## config.mk

```make
export PLATFORM = sky130hd
export DESIGN_NAME = vpwe_addr
export DESIGN_NICKNAME = d
export VERILOG_FILES = /design/src/sv/vpwe_pkg.sv /design/src/sv/vpwe_addr.sv
export SDC_FILE = /design/constraint.sdc
export NUM_CORES = 1
export LEC_CHECK = 0
export ABC_CLOCK_PERIOD_IN_PS = 7900
export BUFFER_PORTS_ARGS = -buffer_cell sky130_fd_sc_hd__buf_2
export CAP_MARGIN = 20
export CORE_ASPECT_RATIO = 0.9
export CORE_MARGIN = 2
export CORE_UTILIZATION = 45
export CTS_CLUSTER_DIAMETER = 120
export CTS_CLUSTER_SIZE = 25
export DETAILED_ROUTE_END_ITERATION = 8
export GPL_ROUTABILITY_DRIVEN = 0
export PLACE_DENSITY = 0.63
export SLEW_MARGIN = 5
export SYNTH_ARGS = -nofsm -noshare
export SYNTH_HDL_FRONTEND = slang
export SYNTH_SLANG_ARGS = --single-unit
```

## constraint.sdc

```tcl
create_clock -name i_clk -period 7.9 [get_ports i_clk]
set_clock_uncertainty 0.2 [all_clocks]
set_input_delay 1.58 -clock i_clk [delete_from_list [all_inputs] [get_ports i_clk]]
set_output_delay 1.58 -clock i_clk [all_outputs]
set_load 0.02 [all_outputs]
```

## src/sv/vpwe_pkg.sv

```systemverilog
// Package for the VGA pixel write engine: field widths, mode and register codes,
// the input item record and the mask and fill constants.
// Depends on nothing; every other file of the block imports it.
`default_nettype none

package vpwe_pkg;

    // Plane size default; the real value is a parameter of the top level.
    localparam int PLANE_BYTES_DEF = 65536;

    // Field widths.
    localparam int MODE_W      = 3;
    localparam int WIDTH_W     = 11;
    localparam int X_W         = 10;
    localparam int Y_W         = 10;
    localparam int COLOUR_W    = 8;
    localparam int PLANE_W     = 2;
    localparam int ROFF_W      = 16;
    localparam int BYTE_W      = 8;
    localparam int OFF_W       = 16;
    localparam int NUM_PLANES  = 4;
    localparam int WORD_W      = NUM_PLANES * BYTE_W;
    localparam int PROD_W      = WIDTH_W + Y_W;
    localparam int SUM_W       = PROD_W + 1;
    localparam int CFG_INDEX_W = 1;
    localparam int CFG_DATA_W  = WIDTH_W;
    localparam int IN_TDATA_W  = 48;
    localparam int OUT_TDATA_W = 24;

    // Pixel modes.
    localparam logic [MODE_W-1:0] MODE_1BPP      = 3'd0;
    localparam logic [MODE_W-1:0] MODE_2BPP      = 3'd1;
    localparam logic [MODE_W-1:0] MODE_PLANAR    = 3'd2;
    localparam logic [MODE_W-1:0] MODE_LINEAR    = 3'd3;
    localparam logic [MODE_W-1:0] MODE_UNCHAINED = 3'd4;

    // Configuration register indexes.
    localparam logic [CFG_INDEX_W-1:0] CFG_PIXEL_MODE   = 1'b0;
    localparam logic [CFG_INDEX_W-1:0] CFG_SCREEN_WIDTH = 1'b1;

    // Reset values of the configuration registers.
    localparam logic [MODE_W-1:0]  PIXEL_MODE_RST   = MODE_LINEAR;
    localparam logic [WIDTH_W-1:0] SCREEN_WIDTH_RST = 11'd320;

    // Pixel masks and fill patterns.
    localparam logic [BYTE_W-1:0] MASK_1BIT = 8'h80;
    localparam logic [BYTE_W-1:0] MASK_2BIT = 8'hC0;
    localparam logic [BYTE_W-1:0] FILL_ALL  = 8'hFF;
    localparam logic [BYTE_W-1:0] FILL_2BIT = 8'h55;

    // Function codes of an input item.
    localparam logic FUNC_DRAW = 1'b0;
    localparam logic FUNC_READ = 1'b1;

    typedef struct packed {
        logic                func;
        logic [X_W-1:0]      x_pos;
        logic [Y_W-1:0]      y_pos;
        logic [COLOUR_W-1:0] colour;
        logic [PLANE_W-1:0]  read_plane;
        logic [ROFF_W-1:0]   read_offset;
    } t_item;

endpackage

`default_nettype wire

```

## src/sv/vpwe_addr.sv

```systemverilog
// Byte offset unit of the VGA pixel write engine: bytes per row times the row,
// registered, plus the column part, wrapped to the plane size; reads pass read_offset.
// Depends on vpwe_pkg.
`default_nettype none

module vpwe_addr #(
    parameter int   PLANE_BYTES = vpwe_pkg::PLANE_BYTES_DEF,
    localparam int  ADDR_W      = $clog2(PLANE_BYTES)
) (
    input  wire logic                         i_clk,
    input  wire logic                         i_mul_en,
    input  wire logic [vpwe_pkg::MODE_W-1:0]  i_pixel_mode,
    input  wire logic [vpwe_pkg::WIDTH_W-1:0] i_screen_width,
    input  wire vpwe_pkg::t_item              i_item,
    output logic      [ADDR_W-1:0]            o_offset
);
    import vpwe_pkg::*;

    logic [WIDTH_W-1:0] row_bytes;
    logic [X_W-1:0]     col_bytes;
    logic               mode_ok;
    logic [PROD_W-1:0]  r_prod;
    logic [SUM_W-1:0]   sum;

    always_comb begin
        unique case (i_pixel_mode)
            MODE_1BPP, MODE_PLANAR: begin
                row_bytes = i_screen_width >> 3;
                col_bytes = i_item.x_pos >> 3;
                mode_ok   = 1'b1;
            end
            MODE_2BPP, MODE_UNCHAINED: begin
                row_bytes = i_screen_width >> 2;
                col_bytes = i_item.x_pos >> 2;
                mode_ok   = 1'b1;
            end
            MODE_LINEAR: begin
                row_bytes = i_screen_width;
                col_bytes = i_item.x_pos;
                mode_ok   = 1'b1;
            end
            default: begin
                row_bytes = '0;
                col_bytes = '0;
                mode_ok   = 1'b0;
            end
        endcase
    end

    always_ff @(posedge i_clk) begin
        if (i_mul_en) begin
            r_prod <= PROD_W'(row_bytes * i_item.y_pos);
        end
    end

    // The plane size is a power of two, so wrapping keeps the low bits.
    always_comb begin
        sum = SUM_W'(r_prod) + SUM_W'(col_bytes);
        if (i_item.func == FUNC_READ) begin
            o_offset = i_item.read_offset[ADDR_W-1:0];
        end else if (mode_ok) begin
            o_offset = sum[ADDR_W-1:0];
        end else begin
            o_offset = '0;
        end
    end

endmodule

`default_nettype wire

```

==> results of run 1 <==
power groups by stage:
stage | clock network, mW | logic (mW) | registers, mW
after floorplan | 0 | 0.593 | 0.171
after global placement | 0 | 0.756 | 0.179
after detailed placement | 0 | 0.772 | 0.178
after CTS | 0.0969 | 0.781 | 0.178
after global routing | 0.102 | 0.884 | 0.184
final | 0.0951 | 0.769 | 0.178
critical path, delay by kind of cell:
family	cells	cell delay, ns
compound gates	4	0.91
xor+xnor	1	0.17
fa+ha+maj	6	2.84
buf+inv	4	0.52
simple gates	4	1.02
final cells by class:
class / instances / area (sq um)
Timing Repair Buffer: 75 / 393
Clock inverter: 1 / 3.75
Multi-Input combinational cell: 435 / 3790
Fill cell: 972 / 4960
Clock buffer: 3 / 75.1
Sequential cell: 16 / 480
Inverter: 79 / 297
Tap cell: 129 / 161
cells by family after synthesis:
family | share of synthesized area [%]
simple gates | 20.3
flops | 10.3
fa+ha+maj | 39.2
buf+inv | 8.35
compound gates | 13.8
mux | 1.75
xor+xnor | 6.34
layer usage:
layer	track usage, %	routed length (um)
met1	24.9	4400
met4	5.13	158
met3	1.56	580
met2	33.2	5090
met5	0	0
placed cells by master, fill, tap and decap left out, types with 3 or more instances in the layout:
cell	synthesis	routed
xor2_1	13	13
nor2b_1	16	16
nand2b_1	5	5
nand4_1	6	6
o21bai_1	4	4
xnor2_1	17	17
nor2_1	13	13
o211ai_1	3	3
fa_1	63	63
a21o_1	8	8
nand2_1	80	80
and2_1	36	36
a21oi_2	4	4
mux2i_1	7	7
and3_1	8	8
edfxtp_1	16	16
ha_1	45	45
a21oi_1	23	23
buf_2	1	68
o21ai_1	21	21
inv_1	79	79
buf_4	4	7
clkbuf_16	0	3
o21ai_0	21	21
nand3_1	10	10
metrics by stage:
| stage | cell area [sq um] | utilization [%] |
|---|---|---|
| 2_1_floorplan | 4660 | - |
| 3_3_place_gp | 5120 | 50.4 |
| 3_5_place_dp | 5120 | 50.4 |
| 4_1_cts | 5200 | 51.2 |
| 5_1_grt | 5200 | 51.2 |
| 6_report | 5200 | 51.2 |
final timing paths:
check              endpoint  slack, ns  depth (start not counted)
max    r_prod[14]$_DFFE_PP_       0.66                         19
min    r_prod[12]$_DFFE_PP_       1.56                          1
==> flow_metrics.env, run 1 <==
export IMPL_outcome="finished clean"
export IMPL_cap_violations=0
export IMPL_placement_setup_worst_slack_ns=0.446
export IMPL_number_of_antenna_violations_at_the_first_check_in_global_routing=0
export IMPL_ys_ff_latch=16
export IMPL_synth_warning_count=0
export IMPL_buffer_ports_inserted=68
export IMPL_drt_iter0_markers=209
export IMPL_number_of_global_route_vias_before_repair=3719
export IMPL_setup_viol_count_final=0
export IMPL_synth_area_leaders="fa_1 (27%), ha_1 (12%), edfxtp_1 (10%)"
export IMPL_worst_setup_path_start_kind="primary input"
export IMPL_numClockSinks=16
export IMPL_row_count=35
export IMPL_worst_hold_slack_ns=1.56
export IMPL_maxClockFrequency_mhz=138
export IMPL_n_antenna_cell=0
export IMPL_wire_per_inst_um=13.9
export IMPL_starting_density_of_the_core_pct=45.9
export IMPL_path_cells="buf_2 -> and2_1 -> a21oi_2 -> o2bb2ai_2 -> nand2_1 -> fa_1 -> inv_1 -> fa_1 -> inv_1 -> fa_1 -> fa_1 -> fa_1 -> inv_1 -> ha_1 -> or2_2 -> a21oi_1 -> or3_1 -> o21ai_1 -> xor2_1"
export IMPL_cts_resized_gates=0
export IMPL_synth_top_area_cell="fa_1"
export IMPL_postCtsSetupRepairBufs=0
export IMPL_maximum_number_of_pins_on_one_net_before_global_route_repair=28
export IMPL_seqPwrFrac_pct=17.1
export IMPL_drt_first_pass_iters=4
export IMPL_fin_ws_ns=0.657
export IMPL_cts_hold_buffers=0
export IMPL_regs_by_ff_count="r_prod (16)"
export IMPL_cts_buffer_depth=2
export IMPL_hold_path_startpoint="i_mul_en"
export IMPL_grt_pass1_wl_mm=17.3
export IMPL_h_tree_depth=1
export IMPL_yosysMostFrequentCell="nand2_1"
export IMPL_synthesis_nets=721
export IMPL_max_flop_register="r_prod"
export IMPL_net_switching_power_figure_mw=0.495
export IMPL_ant_nets=0
export IMPL_die_w_um=111
export IMPL_setup_tns_ns=0
export IMPL_cp_capture_type="register"
export IMPL_worst_path_required_time_ns=7.68
export IMPL_synth_edff_count=16
export IMPL_synth_top_area_share_pct=27.1
export IMPL_startpoint="i_pixel_mode[0]"
export IMPL_tritoncts="done"
export IMPL_slew_hr_pct=57.3
export IMPL_synth_seq_area_share_pct=10.3
export IMPL_ys_top_cells_by_count="nand2_1 (80), inv_1 (79), fa_1 (63), ha_1 (45), and2_1 (36)"
export IMPL_areaGrowthSynthToFinish_pct=11.6
export IMPL_vdd_ir_drop_worst_mv=0.114
export IMPL_hold_path_class="in -> reg"
export IMPL_cts_inserted_buffers=3
export IMPL_yosys_cell_types_count=50
export IMPL_floorplan_die_height_um=101
export IMPL_critPathSlowestCell="fa_1"
export IMPL_power_combinational_fraction_pct=73.8
export IMPL_final_hold_viol_count=0
export IMPL_fin_nets=781
export IMPL_detail_route_wirelength_mm=10.2
export IMPL_crit_path_frequent_cell="fa_1"
export IMPL_synth_async_sr_flop_share_pct=0
export IMPL_worstPathArrival_ns=7.02
export IMPL_syn_area_per_cell_sq_um=8.47
export IMPL_core_area_sq_mm=0.0102
export IMPL_synthesis_area_sq_mm=0.00466
export IMPL_clock_root_buffer="clkbuf_16"
export IMPL_die_area_sq_mm=0.0112
export IMPL_remaining_drc_errors=0
export IMPL_globalRouteTotalUtil_pct=18.7
export IMPL_number_of_top_level_pins=79
export IMPL_synth_main_ff_cell="edfxtp_1"
export IMPL_powerDensity_mw_per_mm2=200
export IMPL_cell_internal_pwr_mw=0.547
export IMPL_clock_power_share_pct=9.1
export IMPL_p_leak_nw=2.58
export IMPL_vias_per_cell=5.33
export IMPL_power_switching_fraction_pct=47.5
export IMPL_final_min_clock_period_ns=7.24
export IMPL_path_max_fanout=27
export IMPL_numPlacedInstances=734
export IMPL_worstSetupPathType="in -> reg"
export IMPL_post_route_cells_drive_above_1_share_pct=15.4
export IMPL_dp_hpwl_mm=8.49
export IMPL_clk_pin_slew_ns=0.05
export IMPL_cp_slowest_stage_delay_ns=0.55
export IMPL_worst_slew_pin_transition_ns=0.641
export IMPL_layout_cells_non_filler=738
export IMPL_layout_worst_path_cycle_share_pct=91.7
export IMPL_unrepaired_setup_endpoints_after_global_routing="false"
export IMPL_finalMaxSlewViolations=0
export IMPL_finalPower_mw=1.04
export IMPL_largest_register_ffs=16
export IMPL_grt_overflow_total=0
export IMPL_postSynthCellCount=550
export IMPL_detailroute_via_count=3934
Power figures use the tool's default switching activity.
==> run 2, diff against run 1 <==
- ABC_AREA: not set -> 1
==> run 2 against run 1 <==
  * Sequential cell count stayed put
  * Non-clock buffer count shrank 5
  * Clock power fell by 3.4%
  * Critical path depth up 5
  * Power up 1.8%
  * Setup slack improved by 0.13 ns
  * Maximum frequency grew 1.8%
  * Hold slack gained 0.0035 ns
  * Clock-buffer cell count stayed put
  * Combinational power is 3.4% higher
  * Sequential power about the same
  * Critical path type unchanged
  * Critical endpoint is now r_prod[15]$_DFFE_PP_
  * Largest cell class unchanged
  * Largest power group unchanged
==> flow_metrics.env, run 2 <==
export IMPL_wire_per_inst_um=13.1
export IMPL_synth_edff_count=16
export IMPL_synth_main_ff_cell="edfxtp_1"
export IMPL_clock_root_buffer="clkbuf_16"
export IMPL_post_route_cells_drive_above_1_share_pct=14.1
export IMPL_buffer_ports_inserted=68
export IMPL_path_max_fanout=14
export IMPL_net_switching_power_figure_mw=0.534
export IMPL_fin_ws_ns=0.783
export IMPL_cts_buffer_depth=2
export IMPL_postCtsSetupRepairBufs=0
export IMPL_worstPathArrival_ns=6.90
export IMPL_fin_nets=876
export IMPL_postSynthCellCount=641
export IMPL_synthesis_area_sq_mm=0.00467
export IMPL_die_w_um=111
export IMPL_setup_tns_ns=0
export IMPL_synth_async_sr_flop_share_pct=0
export IMPL_syn_area_per_cell_sq_um=7.28
export IMPL_hold_path_class="in -> reg"
export IMPL_ys_top_cells_by_count="nand2_1 (158), inv_1 (135), fa_1 (63), nor2_1 (61), ha_1 (45)"
export IMPL_clock_power_share_pct=8.7
export IMPL_globalRouteTotalUtil_pct=20.1
export IMPL_numClockSinks=16
export IMPL_cp_capture_type="register"
export IMPL_synth_top_area_cell="fa_1"
export IMPL_worst_path_required_time_ns=7.68
export IMPL_power_switching_fraction_pct=50.4
export IMPL_cap_violations=0
export IMPL_finalMaxSlewViolations=0
export IMPL_final_min_clock_period_ns=7.12
export IMPL_clk_pin_slew_ns=0.04
export IMPL_grt_pass1_wl_mm=18.5
export IMPL_grt_overflow_total=0
export IMPL_synth_seq_area_share_pct=10.3
export IMPL_finalPower_mw=1.06
export IMPL_unrepaired_setup_endpoints_after_global_routing="false"
export IMPL_drt_first_pass_iters=5
export IMPL_number_of_antenna_violations_at_the_first_check_in_global_routing=0
export IMPL_maxClockFrequency_mhz=141
export IMPL_cts_resized_gates=0
export IMPL_floorplan_die_height_um=101
export IMPL_critPathSlowestCell="fa_1"
export IMPL_crit_path_frequent_cell="inv_1"
export IMPL_detail_route_wirelength_mm=10.9
export IMPL_setup_viol_count_final=0
export IMPL_row_count=35
export IMPL_yosys_cell_types_count=37
export IMPL_starting_density_of_the_core_pct=45.9
export IMPL_hold_path_startpoint="i_mul_en"
export IMPL_synthesis_nets=812
export IMPL_layout_common_cells="nand2_1 (158), inv_1 (135), buf_2 (68)"
export IMPL_cell_internal_pwr_mw=0.527
export IMPL_maximum_number_of_pins_on_one_net_before_global_route_repair=18
export IMPL_max_flop_register="r_prod"
export IMPL_vdd_ir_drop_worst_mv=0.112
export IMPL_number_of_top_level_pins=79
export IMPL_largest_register_ffs=16
export IMPL_remaining_drc_errors=0
export IMPL_worst_slew_pin_transition_ns=0.539
export IMPL_cp_slowest_stage_delay_ns=0.55
export IMPL_worstSetupPathType="in -> reg"
export IMPL_synth_top_area_share_pct=27.0
export IMPL_h_tree_depth=1
export IMPL_tritoncts="done"
export IMPL_n_antenna_cell=0
export IMPL_layout_worst_path_cycle_share_pct=90.1
export IMPL_powerDensity_mw_per_mm2=204
export IMPL_slew_hr_pct=64.0
export IMPL_regs_by_ff_count="r_prod (16)"
export IMPL_outcome="finished clean"
export IMPL_areaGrowthSynthToFinish_pct=11.3
export IMPL_final_util_pct=51.2
export IMPL_core_area_sq_mm=0.0102
export IMPL_path_cells="buf_2 -> inv_1 -> nand2_2 -> nand3_1 -> inv_1 -> a21oi_2 -> inv_1 -> nand2_1 -> fa_1 -> inv_1 -> fa_1 -> inv_1 -> fa_1 -> fa_1 -> fa_1 -> inv_1 -> ha_1 -> a21o_1 -> a21oi_1 -> o221ai_1 -> nor2_1 -> inv_1 -> nand2_1 -> nand2_1"
export IMPL_final_fill_count=1008
export IMPL_die_area_sq_mm=0.0112
export IMPL_vias_per_cell=4.96
export IMPL_layout_cells_most_common="nand2_1"
export IMPL_synth_warning_count=0
export IMPL_number_of_global_route_vias_before_repair=4124
export IMPL_min_path_cells=1
export IMPL_p_leak_nw=2.90
export IMPL_placement_setup_worst_slack_ns=0.518
export IMPL_power_combinational_fraction_pct=74.9
export IMPL_cts_inserted_buffers=3
export IMPL_final_hold_viol_count=0
export IMPL_ys_ff_latch=16
export IMPL_detailroute_via_count=4126
export IMPL_worst_setup_path_start_kind="primary input"
export IMPL_synth_area_leaders="fa_1 (27%), nand2_1 (13%), ha_1 (12%)"
export IMPL_min_delay_worst_endpoint="r_prod[12]$_DFFE_PP_"
export IMPL_yosysMostFrequentCell="nand2_1"
export IMPL_drt_iter0_markers=187
export IMPL_dp_hpwl_mm=9.49
export IMPL_ant_nets=0
export IMPL_cts_hold_buffers=0
export IMPL_seqPwrFrac_pct=16.5
-- run 2: cell count changes after synthesis, sizes merged, moves of 7 or more --
| cell | delta |
|---|---|
| and2 | -35 |
| and3 | -8 |
| clkbuf | -10 |
| inv | +59 |
| mux2i | -7 |
| nand2 | +89 |
| nand3 | +15 |
| nor2 | +49 |
| nor2b | -16 |
| o21ai | -16 |
| o221ai | +7 |
| xnor2 | -13 |
-- run 2: worst max-delay path by stage --
stage / startpoint / end / slack, ns / cells past startpoint
6_report: i_pixel_mode[0] / r_prod[15]$_DFFE_PP_ / 0.78 / 24
5_1_grt: i_pixel_mode[0] / r_prod[15]$_DFFE_PP_ / 0.39 / 24
4_1_cts: i_pixel_mode[0] / r_prod[15]$_DFFE_PP_ / 0.76 / 24
3_5_place_dp: i_pixel_mode[0] / r_prod[15]$_DFFE_PP_ / 0.52 / 24
3_3_place_gp: i_pixel_mode[0] / r_prod[15]$_DFFE_PP_ / 0.64 / 25
2_1_floorplan: i_pixel_mode[0] / r_prod[12]$_DFFE_PP_ / 1.38 / 22
-- run 2: cell families (layout without fill, tap and decap cells) --
group	count (synthesis)	count (layout)	share of synthesized area (%)
compound gates	79	79	10.9
simple gates	273	273	24.3
xor+xnor	16	16	3.00
flops	16	16	10.3
fa+ha+maj	108	108	39.1
buf+inv	149	211	12.4
-- run 2: final cells by class --
| cell class | instances | area [sq um] | area share (%) |
|---|---|---|---|
| clock buffers | 3 | 75.1 | 1.44 |
| inverters | 138 | 518 | 9.97 |
| multi-input cells | 476 | 3610 | 69.4 |
| flip-flops and latches | 16 | 480 | 9.24 |
| well taps | 129 | 161 | 3.11 |
| repair buffers | 70 | 355 | 6.84 |
-- run 2: per-stage QoR --
step / instances / instance area [sq um] / hold WS (ns)
after floorplan: 641 / 4670 / 1.49
after global placement: 829 / 5120 / 1.81
after detailed placement: 829 / 5120 / 1.81
after CTS: 832 / 5200 / 1.56
after global routing: 832 / 5200 / 1.58
final: 832 / 5200 / 1.56
-- run 2: per-layer routing --
layer	vias to the layer above	wire, um	GRT usage, %	part of all wire, %
li1	2120	-	-	-
met1	1899	4770	26.6	44
met2	97	5440	36.7	50
met3	10	558	1.20	5.1
met4	0	125	4.27	1.1
met5	-	0	0	0
-- run 2: power groups by stage --
stage                     Clock, mW  Sequential (mW)  Combinational (mW)
final                        0.0919            0.175               0.795
after global routing         0.0982            0.179               0.923
after CTS                    0.0935            0.175               0.802
after detailed placement          0            0.176               0.794
after global placement            0            0.176               0.780
after floorplan                   0            0.171               0.603
-- run 2: critical path, delay by kind of cell --
kind / cells / cell delay (ns)
buf+inv: 8 / 1.08
compound gates: 4 / 0.62
simple gates: 6 / 0.80
fa+ha+maj: 6 / 2.80
==> run 3, diff against run 2 <==
- CORE_MARGIN: 2 -> not set
- SKIP_CTS_REPAIR_TIMING: not set -> 1
==> run 3 against run 2 <==
  * Sequential share of layout area hardly changed
  * Combinational power hardly changed
  * Sequential power hardly changed
  * Hold slack worse by 0.0057 ns
  * Clock-buffer cell count stayed put
  * Maximum frequency is 2.7% lower
  * Cell count is 0.48% lower
  * Power is 0.34% higher
  * Sequential cell count stayed put
  * Clock power hardly changed
  * Global-route usage is 0.86 points higher
  * Critical endpoint is now r_prod[12]$_DFFE_PP_
==> flow_metrics.env, run 3 (synthesis gave the netlist of run 2 again) <==
export IMPL_cts_buffer_depth=2
export IMPL_hold_path_class="in -> reg"
export IMPL_setup_tns_ns=0
export IMPL_critPathSlowestCell="fa_1"
export IMPL_number_of_top_level_pins=79
export IMPL_detailroute_via_count=4176
export IMPL_grt_overflow_total=0
export IMPL_worstSetupPathType="in -> reg"
export IMPL_finalPower_mw=1.06
export IMPL_worstPathArrival_ns=7.10
export IMPL_fin_ws_ns=0.582
export IMPL_multiInputGateArea_sq_mm=0.00361
export IMPL_setup_viol_count_final=0
export IMPL_placedInstanceArea_sq_mm=0.00511
export IMPL_grt_pass1_wl_mm=18.0
export IMPL_h_tree_depth=1
export IMPL_outcome="finished clean"
export IMPL_vias_per_cell=5.04
export IMPL_final_hold_viol_count=0
export IMPL_layout_common_cells="nand2_1 (158), inv_1 (135), buf_2 (68)"
export IMPL_unrepaired_setup_endpoints_after_global_routing="false"
export IMPL_core_area_sq_mm=0.00987
export IMPL_post_route_cells_drive_above_1_share_pct=14.0
export IMPL_die_area_sq_mm=0.0108
export IMPL_layout_worst_path_cycle_share_pct=92.6
export IMPL_die_w_um=109
export IMPL_final_min_clock_period_ns=7.32
export IMPL_worst_setup_path_start_kind="primary input"
export IMPL_maxClockFrequency_mhz=137
export IMPL_areaGrowthSynthToFinish_pct=11.1
export IMPL_crit_path_frequent_cell="inv_1"
export IMPL_wire_per_inst_um=13.2
export IMPL_tritoncts="done"
export IMPL_cp_slowest_stage_delay_ns=0.56
export IMPL_layout_cells_most_common="nand2_1"
export IMPL_vdd_ir_drop_worst_mv=0.102
export IMPL_dp_hpwl_mm=9.55
export IMPL_cts_inserted_buffers=3
export IMPL_worst_path_required_time_ns=7.68
export IMPL_hold_path_startpoint="i_mul_en"
export IMPL_powerDensity_mw_per_mm2=205
export IMPL_numClockSinks=16
export IMPL_drt_iter0_markers=157
export IMPL_largest_register_ffs=16
export IMPL_maximum_number_of_pins_on_one_net_before_global_route_repair=18
export IMPL_placement_setup_worst_slack_ns=0.443
export IMPL_row_count=34
export IMPL_starting_density_of_the_core_pct=47.3
export IMPL_fin_nets=875
export IMPL_n_antenna_cell=0
export IMPL_buffer_ports_inserted=68
export IMPL_numPlacedInstances=825
export IMPL_finalInstanceArea_sq_mm=0.00519
export IMPL_p_leak_nw=2.89
export IMPL_final_fill_count=990
export IMPL_ant_nets=0
export IMPL_drt_first_pass_iters=4
export IMPL_finalMaxSlewViolations=0
export IMPL_path_max_fanout=14
export IMPL_layout_cells_non_filler=828
export IMPL_floorplan_die_height_um=98.6
export IMPL_startpoint="i_pixel_mode[0]"
export IMPL_path_cells="buf_2 -> inv_1 -> nand2_2 -> nand3_1 -> inv_1 -> a21oi_2 -> inv_1 -> nand2_1 -> fa_1 -> fa_1 -> inv_1 -> fa_1 -> fa_1 -> inv_1 -> fa_1 -> inv_1 -> ha_1 -> a21oi_1 -> o21ai_0 -> a21oi_1 -> o21ai_0 -> xor2_1"
export IMPL_worst_slew_pin_transition_ns=0.561
export IMPL_number_of_antenna_violations_at_the_first_check_in_global_routing=0
export IMPL_clock_root_buffer="clkbuf_16"
export IMPL_cp_capture_type="register"
export IMPL_number_of_global_route_vias_before_repair=4084
export IMPL_final_seq_area_sq_um=480
export IMPL_max_flop_register="r_prod"
export IMPL_cap_violations=0
export IMPL_globalRouteTotalUtil_pct=20.9
export IMPL_slew_hr_pct=62.5
export IMPL_detail_route_wirelength_mm=10.9
export IMPL_regs_by_ff_count="r_prod (16)"
export IMPL_remaining_drc_errors=0
export IMPL_clk_pin_slew_ns=0.04
[run 3: cell types whose count changed in the layout (fill, tap and decap cells not counted)]
cell | previous run | this run
buf_4 | 2 | 1
[run 3: final cells by class]
| type | count | share of cell area [%] |
|---|---|---|
| Timing Repair Buffer | 69 | 6.71 |
| Clock buffer | 3 | 1.45 |
| Sequential cell | 16 | 9.26 |
| Tap cell | 126 | 3.04 |
| Inverter | 138 | 9.99 |
| Multi-Input combinational cell | 476 | 69.6 |
[run 3: where the power goes]
part	internal (mW)	switching (mW)
combinational	0.308	0.491
clock	0.0659	0.0259
sequential	0.156	0.0189
total	0.529	0.536
[run 3: worst paths after layout]
kind	slack [ns]	depth (start not counted)	to
setup / recovery	0.58	22	r_prod[12]$_DFFE_PP_
hold / removal	1.56	1	r_prod[14]$_DFFE_PP_
[run 3: layer usage]
layer / global-route usage, % / part of all wire, % / vias to the layer above
li1: - / - / 2116
met1: 27.4 / 45 / 1938
met2: 37.8 / 50 / 108
met3: 0.860 / 3.5 / 14
met4: 4.92 / 1.6 / 0
met5: 0 / 0 / -
[run 3: through the flow]
stage	utilization (%)	hold slack (ns)
CTS	52.5	1.56
floorplan	-	1.49
detailed placement	51.8	1.81
global placement	51.8	1.80
global route	52.5	1.57
finish	52.5	1.56
[run 3: critical path, delay by kind of cell]
kind                     cells  cell delay [ns]
buffers and inverters        7             1.09
XOR/XNOR                     1             0.15
adder cells (fa/ha/maj)      6             2.84
AO/OA/AOI/OAI                5             0.92
AND/OR/NAND/NOR              3             0.53
